`config.mk`:
```
export PLATFORM = sky130hd
export DESIGN_NAME = rpam_map
export DESIGN_NICKNAME = d
export VERILOG_FILES = /design/src/rtl/core/rpam_pkg.sv /design/src/rtl/core/rpam_map.sv
export SDC_FILE = /design/constraint.sdc
export NUM_CORES = 2
export LEC_CHECK = 0
export BUFFER_PORTS_ARGS = -buffer_cell sky130_fd_sc_hd__buf_2
export CAP_MARGIN = 5
export CORE_MARGIN = 8
export CORE_UTILIZATION = 50
export CTS_CLUSTER_SIZE = 24
export DETAILED_ROUTE_END_ITERATION = 7
export PLACE_DENSITY = 0.67
export SLEW_MARGIN = 20
export SYNTH_ARGS = -nofsm -noshare
export SYNTH_HDL_FRONTEND = slang
export SYNTH_SLANG_ARGS = --single-unit
```
`constraint.sdc`:
```
create_clock -name aclk -period 12.27 [get_ports aclk]
set_input_delay 0.6135 -clock aclk [delete_from_list [all_inputs] [get_ports aclk]]
set_output_delay 0.6135 -clock aclk [all_outputs]
set_load 0.05 [all_outputs]
```
`src/rtl/core/rpam_pkg.sv`:
```
// Shared constants, register codes and geometry type for the rotation address map.
`default_nettype none

package rpam_pkg;

    localparam int COORD_BITS     = 16;
    localparam int PIXEL_BITS     = 24;
    localparam int TRIG_FRAC_BITS = 14;
    localparam int TRIG_BITS      = 16;

    localparam int NUM_REGS   = 4;
    localparam int APB_ADDR_W = $clog2(4 * NUM_REGS);
    localparam int APB_DATA_W = 32;
    localparam int REG_IDX_W  = APB_ADDR_W - 2;

    localparam int IN_FIELDS_W  = 2 * COORD_BITS + PIXEL_BITS;
    localparam int IN_TDATA_W   = ((IN_FIELDS_W + 7) / 8) * 8;
    localparam int OUT_FIELDS_W = 2 * COORD_BITS + PIXEL_BITS;
    localparam int OUT_TDATA_W  = ((OUT_FIELDS_W + 7) / 8) * 8;

    // signed centre, mirrored offset, products, sums and rounded values
    localparam int CTR_W       = COORD_BITS + 1;
    localparam int OFS_W       = COORD_BITS + 2;
    localparam int SIZE_PROD_W = COORD_BITS + 1 + TRIG_BITS;
    localparam int SIZE_SUM_W  = SIZE_PROD_W + 2;
    localparam int MAP_PROD_W  = OFS_W + TRIG_BITS;
    localparam int MAP_SUM_W   = MAP_PROD_W + 1;
    localparam int RND_W       = MAP_SUM_W + 1 - TRIG_FRAC_BITS;
    localparam int DST_W       = RND_W + 2;

    // cycles the derived geometry needs after a register write
    localparam int CFG_SETTLE = 3;
    localparam int SETTLE_W   = $clog2(CFG_SETTLE + 1);

    localparam logic [COORD_BITS-1:0] RST_SRC_WIDTH  = COORD_BITS'(640);
    localparam logic [COORD_BITS-1:0] RST_SRC_HEIGHT = COORD_BITS'(480);
    localparam logic [TRIG_BITS-1:0]  RST_COSINE     = TRIG_BITS'(16384);
    localparam logic [TRIG_BITS-1:0]  RST_SINE       = TRIG_BITS'(0);

    typedef enum logic [REG_IDX_W-1:0] {
        REG_SRC_WIDTH  = REG_IDX_W'(0),
        REG_SRC_HEIGHT = REG_IDX_W'(1),
        REG_COSINE     = REG_IDX_W'(2),
        REG_SINE       = REG_IDX_W'(3)
    } rpam_reg_t;

    typedef struct packed {
        logic signed [TRIG_BITS-1:0]  cosine;
        logic signed [TRIG_BITS-1:0]  sine;
        logic [COORD_BITS-1:0]        width;
        logic [COORD_BITS-1:0]        height;
        logic signed [CTR_W-1:0]      cx;
        logic signed [CTR_W-1:0]      cy;
        logic [COORD_BITS-1:0]        nw;
        logic [COORD_BITS-1:0]        nh;
    } rpam_geom_t;

endpackage

`default_nettype wire

```
`src/rtl/core/rpam_map.sv`:
```
// Six-stage coordinate pipeline: mirror, rotate, round, place and bound check.
`default_nettype none

module rpam_map (
    input  wire logic                               aclk,
    input  wire logic                               aresetn,
    input  rpam_pkg::rpam_geom_t                    geom,
    input  wire logic                               cfg_settled,
    input  wire logic                               s_tvalid,
    output logic                                    s_tready,
    input  wire logic [rpam_pkg::IN_TDATA_W-1:0]    s_tdata,
    output logic                                    m_tvalid,
    input  wire logic                               m_tready,
    output logic      [rpam_pkg::OUT_TDATA_W-1:0]   m_tdata,
    output logic                                    m_tuser
);

    localparam int CB  = rpam_pkg::COORD_BITS;
    localparam int PB  = rpam_pkg::PIXEL_BITS;
    localparam int F   = rpam_pkg::TRIG_FRAC_BITS;
    localparam int OW  = rpam_pkg::OFS_W;
    localparam int MPW = rpam_pkg::MAP_PROD_W;
    localparam int MSW = rpam_pkg::MAP_SUM_W;
    localparam int DW  = rpam_pkg::DST_W;
    localparam logic [MSW:0] HALF = (MSW+1)'(1) << (F - 1);

    logic v1_reg, v2_reg, v3_reg, v4_reg, v5_reg, v6_reg;
    logic load1, load2, load3, load4, load5, load6;

    logic [PB-1:0] pix1_reg, pix2_reg, pix3_reg, pix4_reg, pix5_reg, pix6_reg;
    logic signed [OW-1:0]  x1_reg, y1_reg, x1_next, y1_next;
    logic signed [MPW-1:0] xc2_reg, ys2_reg, xs2_reg, yc2_reg;
    logic signed [MSW-1:0] u3_reg, v3d_reg;
    logic [MSW-1:0]        um4_reg, vm4_reg;
    logic                  un4_reg, vn4_reg;
    logic signed [DW-1:0]  ru5_reg, rv5_reg, ru5_next, rv5_next;
    logic [CB-1:0]         dcol6_reg, drow6_reg, dcol6_next, drow6_next;
    logic                  ok6_reg, ok6_next;

    // a stage takes new data when empty or when its contents move on
    assign load6 = !v6_reg || m_tready;
    assign load5 = !v5_reg || load6;
    assign load4 = !v4_reg || load5;
    assign load3 = !v3_reg || load4;
    assign load2 = !v2_reg || load3;
    assign load1 = !v1_reg || load2;
    assign s_tready = load1 && cfg_settled;

    always_ff @(posedge aclk) begin
        if (!aresetn) begin
            v1_reg <= 1'b0;
            v2_reg <= 1'b0;
            v3_reg <= 1'b0;
            v4_reg <= 1'b0;
            v5_reg <= 1'b0;
            v6_reg <= 1'b0;
        end else begin
            if (load1) v1_reg <= s_tvalid && s_tready;
            if (load2) v2_reg <= v1_reg;
            if (load3) v3_reg <= v2_reg;
            if (load4) v4_reg <= v3_reg;
            if (load5) v5_reg <= v4_reg;
            if (load6) v6_reg <= v5_reg;
        end
    end

    // mirror about the source centre: x = w - 1 - col - cx
    always_comb begin
        logic [CB-1:0] col, row;
        col = s_tdata[CB-1:0];
        row = s_tdata[2*CB-1:CB];
        x1_next = $signed({2'b00, geom.width}) - $signed({2'b00, col})
                - $signed({geom.cx[rpam_pkg::CTR_W-1], geom.cx}) - OW'(1);
        y1_next = $signed({2'b00, geom.height}) - $signed({2'b00, row})
                - $signed({geom.cy[rpam_pkg::CTR_W-1], geom.cy}) - OW'(1);
    end

    // round half away from zero, restore sign
    always_comb begin
        logic [MSW:0] tu, tv;
        tu = {1'b0, um4_reg} + HALF;
        tv = {1'b0, vm4_reg} + HALF;
        ru5_next = un4_reg ? -$signed({2'b00, tu[MSW:F]}) : $signed({2'b00, tu[MSW:F]});
        rv5_next = vn4_reg ? -$signed({2'b00, tv[MSW:F]}) : $signed({2'b00, tv[MSW:F]});
    end

    // place about the output centre and check bounds
    always_comb begin
        logic signed [DW-1:0] dx, dy, ncx, ncy;
        logic                 okx, oky;
        ncx = $signed(DW'(geom.nw[CB-1:1]));
        ncy = $signed(DW'(geom.nh[CB-1:1]));
        dx  = ncx - ru5_reg;
        dy  = ncy - rv5_reg;
        okx = !dx[DW-1] && (dx < $signed(DW'(geom.nw)));
        oky = !dy[DW-1] && (dy < $signed(DW'(geom.nh)));
        ok6_next   = okx && oky;
        dcol6_next = ok6_next ? dx[CB-1:0] : '0;
        drow6_next = ok6_next ? dy[CB-1:0] : '0;
    end

    always_ff @(posedge aclk) begin
        if (load1) begin
            x1_reg   <= x1_next;
            y1_reg   <= y1_next;
            pix1_reg <= s_tdata[2*CB+PB-1:2*CB];
        end
        if (load2) begin
            xc2_reg  <= x1_reg * geom.cosine;
            ys2_reg  <= y1_reg * geom.sine;
            xs2_reg  <= x1_reg * geom.sine;
            yc2_reg  <= y1_reg * geom.cosine;
            pix2_reg <= pix1_reg;
        end
        if (load3) begin
            u3_reg   <= xc2_reg + ys2_reg;
            v3d_reg  <= yc2_reg - xs2_reg;
            pix3_reg <= pix2_reg;
        end
        if (load4) begin
            um4_reg  <= u3_reg[MSW-1]  ? (~u3_reg + MSW'(1))  : u3_reg;
            vm4_reg  <= v3d_reg[MSW-1] ? (~v3d_reg + MSW'(1)) : v3d_reg;
            un4_reg  <= u3_reg[MSW-1];
            vn4_reg  <= v3d_reg[MSW-1];
            pix4_reg <= pix3_reg;
        end
        if (load5) begin
            ru5_reg  <= ru5_next;
            rv5_reg  <= rv5_next;
            pix5_reg <= pix4_reg;
        end
        if (load6) begin
            dcol6_reg <= dcol6_next;
            drow6_reg <= drow6_next;
            ok6_reg   <= ok6_next;
            pix6_reg  <= pix5_reg;
        end
    end

    assign m_tvalid = v6_reg;
    assign m_tdata  = rpam_pkg::OUT_TDATA_W'({pix6_reg, drow6_reg, dcol6_reg});
    assign m_tuser  = ok6_reg;

endmodule

`default_nettype wire

```
Yosys cells after proc, flatten, opt, wreduce, memory -nomap -nowiden. Index checks and enable logic that the tools add are counted.

Add/subtract/negate cells: 16. Multipliers: 4. Order comparisons: 2. Multiplexer cells: 4. Bitwise logic cells: 2. Reduce and logical (&&, ||, !) cells: 19.

Operators by type and width (number): multiplier 18 x 16 -> 34 bit (4); adder 35 x 14 -> 36 bit (second input constant) (2); adder 35 x 2 -> 35 bit (second input constant) (2); NOT 35 bit (2); two-way mux 34 bit (2); less-than comparator 24 x 17 -> 1 bit (2); negation 22 -> 24 bit (2); subtractor 16 x 24 -> 24 bit (2); two-way mux 22 bit (2); subtractor 17 x 17 -> 18 bit (2); subtractor 18 x 2 -> 18 bit (second input constant) (2); adder 34 x 34 -> 35 bit (1); subtractor 34 x 34 -> 35 bit (1); subtractor 16 x 16 -> 17 bit (2); logical NOT 1 bit (8); logical OR 1 bit (6); logical AND 1 bit (5).

Register bits after elaboration: 545. Input bits: 191. Output and inout bits: 59. Word-level logic and storage cells: 80.

Logic depth before layout (Yosys ltp).
Depth in word-level cells: 9. Mapped depth: 25. Gate-level depth less buffers: 24.

Least setup slack after synthesis. Ideal clock, no wire load.

Path kind: input -> register. Start: in geom[99] (netlist bit). End: reg xs2_reg[31], data pin. Library setup time: 0.259 ns. Arrival: 6.567 ns. Required time: 12.011 ns. Slack: 5.444 ns. Cell stages on the path: 22. Buffers on the path: 2. Cells stage by stage: clkbuf_1 clkbuf_1 nand2_1 fa_1 fa_1 fa_1 inv_1 fa_1 fa_1 inv_1 fa_1 inv_1 ha_1 a21o_1 a21o_1 a2111oi_0 o21a_1 o311ai_0 a211o_1 a31o_2 a21oi_1 xnor2_1.

Longest elaborated chain between the ends: 1.

Ends and longest elaborated chain: start, declared (line rpam_map.sv:7) `input rpam_pkg::rpam_geom_t geom,`; multiplier 18 x 16 -> 34 bit (line rpam_map.sv:111) `xs2_reg <= x1_reg * geom.sine;`; end signal, assigned (line rpam_map.sv:111); end, declared (line rpam_map.sv:32) `logic signed [MPW-1:0] xc2_reg, ys2_reg, xs2_reg, yc2_reg;`.

Every way passes these cells. A chain may end at the register's enable or synchronous reset.

Final worst setup path.
Start: reg y1_reg[7]. End: reg yc2_reg[32], data pin.

Longest elaborated chain between the ends: 1.

Ends and longest elaborated chain: start, declared (line rpam_map.sv:31) `logic signed [OW-1:0] x1_reg, y1_reg, x1_next, y1_next;`; start signal, assigned (line rpam_map.sv:105) `y1_reg <= y1_next;`; multiplier 18 x 16 -> 34 bit (line rpam_map.sv:112) `yc2_reg <= y1_reg * geom.cosine;`; end signal, assigned (line rpam_map.sv:112); end, declared (line rpam_map.sv:32).

Every way passes these cells.

==> key figures <==
Clock tree
  • H-Tree Depth: 2
  • Postcts setup bufs: 0
  • Clock slew at reported path FFs: approximately 0.060 ns
  • Resize count post-CTS: 0
  • Clock sink total: 519
  • TritonCTS Buffers: 61
  • CTS tree: built
  • CTS Hold Bufs: 0
  • Clock latency on the worst-skew pair: 0.69 ns
  • Clock Path Buffers: 3
  • Root buf cell: clkbuf_16

Critical path
  • Cell mode on critical path: fa_1
  • Crit path cell chain: buf_4 -> nand2_1 -> fa_1 -> inv_1 -> fa_1 -> inv_1 -> fa_1 -> inv_1 -> fa_1 -> fa_1 -> inv_1 -> fa_1 -> inv_1 -> ha_1 -> a21o_1 -> a221o_1 -> a21oi_1 -> o21a_1 -> o21ai_0 -> o41ai_1 -> o21ai_0 -> a21oi_1 -> xnor2_1
  • Worst setup SP type: flip-flop
  • Crit path kind: reg -> reg
  • Req. time, crit path: around 13 ns
  • R2R depth: 23
  • Max FO, Critical Path: 17
  • Critical path data arrival time: between 7 and 8 ns
  • Worst Path Buf+Inv: 6
  • Flop2flop setup slack: 4.74 ns
  • CP peak stage delay: around 0.87 ns
  • Worst setup EP type: flip-flop
  • Cell family with most CP delay: adder cells
  • Crit path depth: 23
  • Critical path's slowest cell: edfxtp_1

Placed design
  • Routability Congestion: 0.893
  • DP Wirelength: 130 mm
  • Placed Area: about 74000 µm²
  • PortBufs: 249
  • Dpl cells: 9061

Worst hold path
  • Worst hold stages: 1
  • Worst Hold Class: in -> reg

Drt
  • Vias per cell: between 5 and 6
  • DRC viols: 0
  • 1st-iter DRT viols: between 3000 and 4000
  • Detail Route Antenna Nets: 0
  • Vias: roughly 49000
  • Wire length per cell: 18.3 µm
  • M1 WL: between 70 and 80 mm
  • DR WL met2: between 70 and 80 mm
  • Top layer in use: met5
  • DR pass1 iterations: 6
  • Met3 WL: approximately 10 mm
  • Routed WL: 168 mm

Timing
  • Fmax: 133 MHz
  • Fin crit period: between 7 and 8 ns
  • Final setup violation count: 0
  • Max_slew headroom: about 33%
  • RSZ-0062 raised after global routing: no
  • Fin crit share: about three fifths
  • Final max-slew violation count: 0
  • Least-Margin Pin Slew: 1.01 ns
  • Total negative slack: 0 ns
  • Worst Skew: 0.0555 ns
  • Final Hold Fails: 0

Job
  • Max_cap viols: 0

Final layout
  • Synth-to-layout area growth: 7.05%
  • Post-Layout Cell Count: between 9000 and 10000
  • Ratio of cells with drive above 1 in the final layout: 6.10%
  • Fin area: ~76000 µm²
  • Fin nets: just over 9000

Yosys
  • Area contributors post-synth: fa_1 (33%), edfxtp_1 (22%), ha_1 (9.6%)
  • Post-synth EDFFs: 513
  • Yosys reg bits: between 500 and 600
  • Ys async rst share: 0%
  • Post-synthesis cell count: 7128
  • Sequential-to-total area share from yosys stat: approximately 22%
  • Syn_area_per_cell: between 9 and 10 µm²
  • Post-Syn Area: a little over 70000 µm²
  • Yosys top cell area share: around 33%
  • Cell taking the most area after synthesis: fa_1
  • Syn nets: between 9000 and 10000
  • Yosys cell types: 88
  • Most common cell in the netlist: inv_1
  • YS warnings: 0
  • Commonest cells post-synth: inv_1 (1506), fa_1 (1168), nand2_1 (725), and2_1 (552), ha_1 (542)
  • Synth Flop Type: edfxtp_1

Floorplanning
  • Die ar.: 154000 µm²
  • Die width: around 400 µm
  • Core ar.: between 100000 and 150000 µm²
  • Io pins: between 200 and 300
  • Die Y: around 390 µm
  • Rows: roughly 140
  • Initial Util: between 50% and 60%

Status
  • Run status: finished, final reports clean

GRT
  • Pin count of the biggest net entering global routing: 73
  • Vias in the first global route: 52150
  • Initial antenna violation count: 23
  • Grt ovf: 0
  • First-pass GRT wire length: between 200 and 300 mm
  • Gr usage total: ~22%
## cell usage in the layout, fill, tap and decap left out, types with 55 or more instances in the layout
master     instances
o21ai_0          163
nand3_1           72
nor3_1            55
xnor2_1          301
a21oi_1          221
nor2b_1           56
fa_1            1168
nor2_1           271
edfxtp_1         513
and2_1           552
buf_2            249
inv_1           1503
xor2_1           101
nand2_1          723
clkbuf_16         61
ha_1             542
a21o_1           127
## final timing paths
check	startpoint	endpoint
max reg2reg	y1_reg[7]$_DFFE_PN_	yc2_reg[32]$_DFFE_PP_
min reg2reg	pix4_reg[16]$_DFFE_PP_	pix5_reg[16]$_DFFE_PP_
max	y1_reg[7]$_DFFE_PN_	yc2_reg[32]$_DFFE_PP_
min	s_tdata[42]	pix1_reg[10]$_DFFE_PN_
## layer usage
metal  track usage [%]  vias up
li1                  -    22469
met1              29.0    24343
met2              37.6     1503
met3              3.49      345
met4              8.62       10
met5                 0        -
## worst reg2reg max path, delay by kind of cell (launching register included)
kind / cells / cell delay (ns)
flops: 1 / 0.87
buf+inv: 6 / 0.67
simple gates: 1 / 0.13
xor+xnor: 1 / 0.11
compound gates: 8 / 2.16
fa+ha+maj: 7 / 3.31
## per-stage QoR
stage               setup WS (ns)  hold WS, ns  utilization (%)
CTS                          4.77       0.0604             53.6
finish                       4.74        0.109             53.7
global route                 4.09       0.0683             53.7
detailed placement           4.55        0.405             52.3
global placement             4.70        0.401             52.3
floorplan                    5.44        0.400                -
## logic make-up (layout without fill, tap and decap cells)
logic type               Yosys count  count (layout)  share of synthesized area, %
AO/OA/AOI/OAI                    781             781                          7.11
XOR/XNOR                         402             402                          4.98
adder cells (fa/ha/maj)         1710            1710                          42.7
buffers and inverters           1765            1915                          9.41
flip-flops                       519             519                          22.0
multiplexers                      12              12                         0.177
other                              0              12                             0
AND/OR/NAND/NOR                 1939            1939                          13.6
## final cells by class
| type | count | area (µm²) |
|---|---|---|
| Antenna cell | 12 | 30.0 |
| Clock buffer | 69 | 1560 |
| Clock inverter | 38 | 343 |
| Fill cell | 12737 | 65300 |
| Inverter | 1506 | 5660 |
| Multi-Input combinational cell | 4844 | 48500 |
| Sequential cell | 519 | 15500 |
| Tap cell | 1890 | 2360 |
| Timing Repair Buffer | 302 | 1640 |
Power is left out: the tool's default activity adds up to more than one toggle a clock period on the data nets, which glitch-free logic cannot reach.
